**src/rtl/core/btff_pkg.sv**
```systemverilog
// btff_pkg: shared constants, field widths and types of the boundary tag heap allocator
// no dependencies; imported by the interfaces and every module of the block
`timescale 1ns / 1ps

package btff_pkg;

	localparam int DEF_MAX_HEAP_BYTES = 4096;
	localparam int HEAP_RESET_BYTES   = 4096;
	localparam int MIN_HEAP_BYTES     = 8;
	localparam int TAG_BYTES          = 2;
	localparam int PAIR_BYTES         = 2 * TAG_BYTES;
	localparam int MIN_REMAINDER      = 1 + 2 * TAG_BYTES;
	localparam int LEFT_TAG_OFFSET    = 3 * TAG_BYTES;

	localparam int ACTION_W  = 2;
	localparam int REQ_W     = 13;
	localparam int ADDR_W    = 12;
	localparam int BCOUNT_W  = 11;
	localparam int LFREE_W   = 13;
	localparam int HEAP_CFG_W = 13;
	localparam int TAG_SIZE_W = 15;
	localparam int KONST_W   = 3;

	localparam logic [ACTION_W-1:0] ACT_ALLOC = 2'd0;
	localparam logic [ACTION_W-1:0] ACT_FREE  = 2'd1;
	localparam logic [ACTION_W-1:0] ACT_INFO  = 2'd2;

	typedef struct packed {
		logic               sub;
		logic [KONST_W-1:0] k;
	} alu_ctrl_t;

endpackage

```
**src/rtl/core/btff_alu.sv**
```systemverilog
// btff_alu: shared add/subtract unit with a small constant term and sign flag
// depends on btff_pkg for alu_ctrl_t
`timescale 1ns / 1ps

module btff_alu #(
	parameter int W = 17
) (
	input  btff_pkg::alu_ctrl_t ctrl,
	input  logic [W-1:0]        a,
	input  logic [W-1:0]        b,
	output logic [W-1:0]        res,
	output logic                neg
);
	import btff_pkg::*;

	always_comb begin
		if (ctrl.sub) begin
			res = a - b - W'(ctrl.k);
		end else begin
			res = a + b + W'(ctrl.k);
		end
		neg = res[W-1];
	end

endmodule

```
**config.mk**
```make
export PLATFORM = sky130hd
export DESIGN_NAME = btff_alu
export DESIGN_NICKNAME = d
export VERILOG_FILES = /design/src/rtl/core/btff_pkg.sv /design/src/rtl/core/btff_alu.sv
export SDC_FILE = /design/constraint.sdc
export NUM_CORES = 1
export LEC_CHECK = 0
export BUFFER_PORTS_ARGS = -buffer_cell sky130_fd_sc_hd__clkbuf_2
export CORE_MARGIN = 8
export CORE_UTILIZATION = 40
export DETAILED_ROUTE_END_ITERATION = 10
export GPL_ROUTABILITY_DRIVEN = 0
export RECOVER_POWER = 50
export SETUP_SLACK_MARGIN = 0.05
export SLEW_MARGIN = 5
export SYNTH_ARGS = -nofsm -noshare
export SYNTH_HDL_FRONTEND = slang
export SYNTH_SLANG_ARGS = --single-unit
```
**constraint.sdc**
```tcl
create_clock -name vclk -period 5.3
set_clock_uncertainty 0.1 [all_clocks]
set_input_delay 0.795 -clock vclk [all_inputs]
set_output_delay 0.795 -clock vclk [all_outputs]
set_load 0.005 [all_outputs]
```
==> metrics.csv, run 1 <==
stage;metric;value;unit
grt;grt_overflow;0;
cells_and_area;seq_area;0;µm²
route;ant_nets;0;
route;post_drt_wl_per_cell;12.8;µm
cells_and_area;multi_input_area;2150;µm²
sta;period_minus_slack;4.61;ns
pwr;irDropWorstVdd;64.8;µV
cells_and_area;drive_gt1_share;15.5;%
sta;setup_viol;0;
outcome;status;finished, final reports clean;
placement;dpl_cell_area;2740;µm²
critical_path;arrival;3.71;ns
clock_tree;cts_hold_buffers;0;
cells_and_area;nClkBuffers;0;
critical_path;critPathLaunchType;input pin;
yosys;synth_area_leaders;ha_1, inv_1, a21oi_1, fa_1, xnor2_1;
sta;worstMarginPinSlew;0.815;ns
floorplanning;die_x;93.8;µm
yosys;synth_cells;325;
critical_path;crit_family;compound AO/OA/AOI/OAI gates;
yosys;ys_types;47;
sta;fmax;0.217;GHz
pwr;fin_total_pwr;426;µW
floorplanning;io_pins;56;
critical_path;crit_chain;clkbuf_1 -> fa_1 -> ha_1 -> a211oi_1 -> o21ai_0 -> a21boi_0 -> o21ai_0 -> xor2_1 -> a32oi_1 -> xnor2_1 -> clkbuf_2;
sta;setup_tns;0;ns
min_path;hold_class;input pin to primary output;
yosys;synth_top_area_share;30.5;%
route;detail_route.first_pass.iterations;4;
clock_tree;ctsResizeCount;0;
floorplanning;initial_core_util;41.1;%
min_path;hold_path_depth;4;
route;drc;0;
cells_and_area;filler_cell_count;627;
floorplanning;die_area;8790;µm²
yosys;yosysWarnings;0;
placement;dp_hpwl;5000;µm
floorplanning;num_rows;28;
critical_path;endpoint_kind;primary output;
cells_and_area;fin_nets;479;
route;via_count;2322;
yosys;synth_nets;429;
critical_path;critPathMaxStageDelay;0.54;ns
cells_and_area;layout_commonest_cell;ha_1;
grt;grt_antenna_before_repair;0;
critical_path;worstPathRequired;4.41;ns
run;maxCapViolCount;0;
sta;finalCritPeriodShare;86.9;%
grt;grt_pass1_vias;2301;
yosys;yosysSeqAreaShare;0;%
route;routed_wl;5740;µm
cells_and_area;syn_to_final_growth;13.1;%
critical_path;worst_path_most_repeated_cell;o21ai_0;
sta;drv_slew;0;
cells_and_area;design.seq.count;0;
critical_path;critPathSlowestCell;fa_1;
yosys;synth_top_area_cell;ha_1;
sta;max_slew_margin;45.7;%
cells_and_area;stdcell_area;2740;µm²
yosys;avgSynthCellArea;7.44;µm²
yosys;syn_area;2420;µm²
critical_path;worst-path-stages;11;
floorplanning;coreArea;5890;µm²
pwr;pwr_density_cell;156;nW/µm²
sta;rsz0062_at_grt;false;
placement;portBuffers;56;
critical_path;crit_buf_inv;2;
clock_tree;post_cts_buffers;0;
grt;grt_pass1_wl;9780;µm
pwr;power_leakage;1.48;nW
route;drtIter0Drc;87;
critical_path;cp_max_fo;5;
cells_and_area;n_antenna_cell;0;
sta;finalHoldViolCount;0;
cells_and_area;final_cell_mix;ha_1, inv_1, clkbuf_2;
grt;groute.usage.overall;12.6;%
critical_path;path_class;input pin to primary output;
grt;grt_max_degree;38;
floorplanning;die_y;93.8;µm
route;via_per_inst;5.18;
cell type report:
cell class / instances / area share (%)
tap: 75 / 3.43
multi-input combinational: 259 / 78.6
inverter: 58 / 7.96
timing repair buffer: 56 / 9.97
logic make-up after synthesis:
logic type / share of synthesized area, %
compound gates: 24.6
simple gates: 14.8
fa+ha+maj: 36.3
buf+inv: 11.0
xor+xnor: 9.42
mux: 3.83
metal layers:
layer	routed length (µm)	up-vias	track usage [%]
met4	25	0	0.793
met5	0	-	0
met2	2790	45	22.9
met1	2690	1034	16.6
met3	232	2	0.639
li1	-	1241	-
cell usage after synthesis, types with 2 or more instances:
cell,number
a31oi_1,4
o211ai_1,3
fa_1,7
or2_2,2
o21bai_1,2
o21ai_0,18
o31ai_1,3
clkbuf_1,4
buf_4,3
nor4b_1,2
o2111ai_1,2
o21a_1,5
nor3b_1,5
nand2_1,21
a21o_1,9
inv_1,58
nand4_1,6
nand3b_1,2
nand3_1,9
nor2_1,11
and4_1,2
mux2i_1,7
o221ai_1,2
nand2b_1,3
xnor2_1,13
ha_1,59
a211o_1,2
a21oi_1,29
xor2_1,13
mux2_2,2
path summary, 6_finish.rpt:
kind / from / end
hold / removal: b[16] / res[16]
setup / recovery: a[2] / neg
per-stage QoR:
stage                     worst slack (ns)  util (%)  hold slack (ns)  cells
after global routing                 0.407      46.5             1.91    448
after global placement               0.859      46.6             1.88    448
after floorplan                       1.28         -             1.65    325
after detailed placement             0.806      46.6             1.89    448
after CTS                            0.802      46.6             1.89    448
final                                0.692      46.5             1.88    448
report_power, final:
group          total, mW  leakage (nW)  internal, mW  switching, mW
combinational      0.426          1.48         0.190          0.236
clock                  0             0             0              0
sequential             0             0             0              0
(Power assumes the default switching activity.)
==> run 2, diff against run 1 <==
- CELL_PAD_IN_SITES_DETAIL_PLACEMENT: not set -> 1
- CELL_PAD_IN_SITES_GLOBAL_PLACEMENT: not set -> 1
- PLACE_DENSITY_LB_ADDON: not set -> 0.1
==> metrics.csv, run 2 (synthesis gave the netlist of run 1 again) <==
stage;metric;value;unit
grt;grt_max_degree;38;
cells_and_area;seq_area;0;µm²
floorplanning;die_y;93.8;µm
pwr;pwr-share-clk;0;%
cells_and_area;design.seq.count;0;
sta;holdWs;1.88;ns
floorplanning;io_pins;56;
sta;rsz0062_at_grt;false;
floorplanning;initial_core_util;41.1;%
critical_path;arrival;3.65;ns
critical_path;crit_buf_inv;2;
sta;max_slew_margin;45.5;%
placement;dpl_cell_area;2740;µm²
cells_and_area;stdcell_area;2740;µm²
cells_and_area;fin_nets;479;
cells_and_area;nClkBuffers;0;
min_path;hold_class;input pin to primary output;
cells_and_area;drive_gt1_share;15.3;%
placement;portBuffers;56;
floorplanning;die_x;93.8;µm
route;via_per_inst;5.36;
sta;fmax;0.220;GHz
cells_and_area;syn_to_final_growth;13.1;%
route;detail_route.first_pass.iterations;4;
critical_path;path_class;input pin to primary output;
floorplanning;coreArea;5890;µm²
sta;setup_viol;0;
outcome;status;finished, final reports clean;
cells_and_area;filler_cell_count;783;
route;post_drt_wl_per_cell;14.8;µm
floorplanning;die_area;8790;µm²
route;via_count;2402;
critical_path;endpoint_kind;primary output;
floorplanning;num_rows;28;
grt;groute.usage.overall;15.0;%
clock_tree;ctsResizeCount;0;
pwr;pwr-share-seq;0;%
clock_tree;post_cts_buffers;0;
sta;setup_tns;0;ns
pwr;netSwitchingPower;246;µW
run;maxCapViolCount;0;
route;drtIter0Drc;33;
sta;period_minus_slack;4.54;ns
placement;dp_hpwl;5840;µm
route;drc;0;
sta;worstMarginPinSlew;0.817;ns
critical_path;cp_max_fo;5;
pwr;p_int;190;µW
cells_and_area;final_cell_mix;ha_1, inv_1, clkbuf_2;
critical_path;critPathMaxStageDelay;0.55;ns
clock_tree;cts_hold_buffers;0;
cells_and_area;layout_commonest_cell;ha_1;
critical_path;crit_chain;clkbuf_1 -> fa_1 -> ha_1 -> a211oi_1 -> o21ai_0 -> a21boi_0 -> o21ai_0 -> xor2_1 -> a32oi_1 -> xnor2_1 -> clkbuf_2;
pwr;pwr_density_cell;159;nW/µm²
critical_path;crit_family;compound AO/OA/AOI/OAI gates;
cells_and_area;n_antenna_cell;0;
pwr;p_comb_share;100.0;%
grt;grt_pass1_wl;11300;µm
critical_path;worst_path_most_repeated_cell;o21ai_0;
grt;grt_pass1_vias;2510;
route;ant_nets;0;
grt;grt_antenna_before_repair;0;
sta;finalCritPeriodShare;85.7;%
sta;drv_slew;0;
critical_path;critPathLaunchType;input pin;
pwr;swShare;56.4;%
critical_path;worstPathRequired;4.41;ns
grt;grt_overflow;0;
route;routed_wl;6610;µm
pwr;irDropWorstVdd;59.3;µV
pwr;power_leakage;1.48;nW
sta;finalHoldViolCount;0;
critical_path;critPathSlowestCell;fa_1;
-- run 2: cell counts in the layout (fill, tap and decap cells not counted) --
No cell type changed its count.
-- run 2: routing by layer --
metal | up-vias | GRT usage (%) | share of wire [%] | wire length, µm
met5 | - | 0 | 0 | 0
li1 | 1231 | - | - | -
met3 | 2 | 0.719 | 3.5 | 228
met4 | 0 | 0.793 | 0.53 | 35
met2 | 37 | 28.0 | 50 | 3310
met1 | 1132 | 19.2 | 46 | 3030
-- run 2: area by class of cell --
| class | instances | area, µm² | area share [%] |
|---|---|---|---|
| Timing Repair Buffer | 56 | 272 | 9.93 |
| Multi-Input combinational cell | 259 | 2150 | 78.7 |
| Inverter | 58 | 218 | 7.96 |
| Tap cell | 75 | 93.8 | 3.43 |
-- run 2: worst min-delay path, cell delays in order --
cell	delay, ns
clkbuf_2	0.08
xnor2_1	0.06
xnor2_1	0.13
clkbuf_2	0.11
-- run 2: power groups by stage --
| stage | Sequential (mW) | Combinational (mW) | Clock [mW] |
|---|---|---|---|
| 2_1_floorplan | 0 | 0.309 | 0 |
| 3_3_place_gp | 0 | 0.434 | 0 |
| 3_5_place_dp | 0 | 0.443 | 0 |
| 4_1_cts | 0 | 0.446 | 0 |
| 5_1_grt | 0 | 0.498 | 0 |
| 6_report | 0 | 0.436 | 0 |
-- run 2: final timing paths --
kind  start  endpoint  slack, ns  cells after the start
max    a[2]       neg       0.76                     11
min   b[16]   res[16]       1.88                      4
-- run 2: per-stage QoR --
stage	utilization, %	worst slack (ns)	power, mW	cells
floorplan	-	1.28	0.309	325
global placement	46.6	0.899	0.434	448
detailed placement	46.6	0.838	0.443	448
CTS	46.6	0.842	0.446	448
global route	46.5	0.490	0.498	448
finish	46.5	0.756	0.436	448
==> run 3, diff against run 2 <==
- CORE_UTILIZATION: 40 -> 45
==> metrics.csv, run 3 (synthesis gave the netlist of run 1 again) <==
stage;metric;value;unit
pwr;pwr_density_cell;160;nW/µm²
sta;finalCritPeriodShare;85.3;%
sta;drv_slew;0;
critical_path;critPathSlowestCell;fa_1;
grt;groute.usage.overall;16.9;%
route;ant_nets;0;
critical_path;arrival;3.62;ns
critical_path;crit_chain;clkbuf_1 -> fa_1 -> ha_1 -> a211oi_1 -> o21ai_0 -> a21boi_0 -> o21ai_0 -> xor2_1 -> a32oi_1 -> xnor2_1 -> clkbuf_2;
clock_tree;post_cts_buffers;0;
cells_and_area;nClkBuffers;0;
placement;portBuffers;56;
outcome;status;finished, final reports clean;
cells_and_area;filler_cell_count;717;
sta;finalHoldViolCount;0;
critical_path;endpoint_kind;primary output;
cells_and_area;n_antenna_cell;0;
cells_and_area;fin_nets;479;
clock_tree;ctsResizeCount;0;
critical_path;cp_max_fo;5;
floorplanning;num_rows;26;
route;drtIter0Drc;55;
clock_tree;cts_hold_buffers;0;
critical_path;worstPathRequired;4.41;ns
sta;worstMarginPinSlew;0.801;ns
floorplanning;initial_core_util;47.1;%
grt;grt_pass1_vias;2589;
route;via_per_inst;5.44;
cells_and_area;final_cell_mix;ha_1, inv_1, clkbuf_2;
sta;max_slew_margin;46.6;%
sta;setup_tns;0;ns
pwr;fin_total_pwr;438;µW
floorplanning;die_y;89.3;µm
grt;grt_antenna_before_repair;0;
critical_path;critPathMaxStageDelay;0.55;ns
placement;dp_hpwl;5820;µm
min_path;hold_class;input pin to primary output;
run;maxCapViolCount;0;
floorplanning;die_area;7980;µm²
route;post_drt_wl_per_cell;15.0;µm
route;drc;0;
pwr;power_leakage;1.48;nW
min_path;hold_path_depth;4;
cells_and_area;final_cells;443;
critical_path;critPathLaunchType;input pin;
sta;period_minus_slack;4.52;ns
floorplanning;io_pins;56;
route;via_count;2410;
grt;grt_overflow;0;
cells_and_area;layout_commonest_cell;ha_1;
floorplanning;coreArea;5140;µm²
grt;grt_max_degree;38;
cells_and_area;design.seq.count;0;
route;routed_wl;6640;µm
cells_and_area;syn_to_final_growth;12.9;%
grt;grt_pass1_wl;11300;µm
sta;setup_viol;0;
cells_and_area;drive_gt1_share;15.5;%
sta;rsz0062_at_grt;false;
critical_path;worst_path_most_repeated_cell;o21ai_0;
cells_and_area;seq_area;0;µm²
floorplanning;die_x;89.3;µm
placement;dp.cells;443;
pwr;irDropWorstVdd;62.7;µV
sta;fmax;0.221;GHz
route;detail_route.first_pass.iterations;4;
critical_path;path_class;input pin to primary output;
## run 3: cell counts in the layout (fill, tap and decap cells not counted)
Identical to the previous run, type by type.
## run 3: path summary, 6_finish.rpt
kind	start	to
max	a[2]	neg
min	b[16]	res[16]
## run 3: area by class of cell
| cell class | count | area [µm²] | share of cell area, % |
|---|---|---|---|
| repair buffers | 56 | 273 | 9.99 |
| inverters | 58 | 218 | 7.97 |
| multi-input cells | 259 | 2150 | 78.8 |
| well taps | 70 | 87.6 | 3.21 |
## run 3: metrics by stage
stage | hold slack [ns] | utilization [%] | area (µm²) | setup WS, ns
global route | 1.96 | 53.1 | 2730 | 0.500
CTS | 1.90 | 53.3 | 2740 | 0.856
floorplan | 1.65 | - | 2420 | 1.28
global placement | 1.88 | 53.3 | 2740 | 0.905
finish | 1.89 | 53.1 | 2730 | 0.780
detailed placement | 1.90 | 53.3 | 2740 | 0.848
## run 3: worst max-delay path: cells and delay by family
kind / cells / cell delay (ns)
buffers and inverters: 2 / 0.27
AO/OA/AOI/OAI: 5 / 1.28
XOR/XNOR: 2 / 0.34
adder cells (fa/ha/maj): 2 / 0.94
## run 3: routing by layer
metal / global-route usage (%) / vias to the layer above / wire (µm)
met5: 0 / - / 0
met4: 0.151 / 0 / 0
met3: 0.368 / 0 / 171
met2: 32.9 / 29 / 3450
met1: 21.1 / 1151 / 3020
li1: - / 1230 / -
## run 3: where the power goes
group          internal (mW)  leakage, nW  switching (mW)
logic                  0.191         1.48           0.247
clock network              0            0               0
registers                  0            0               0
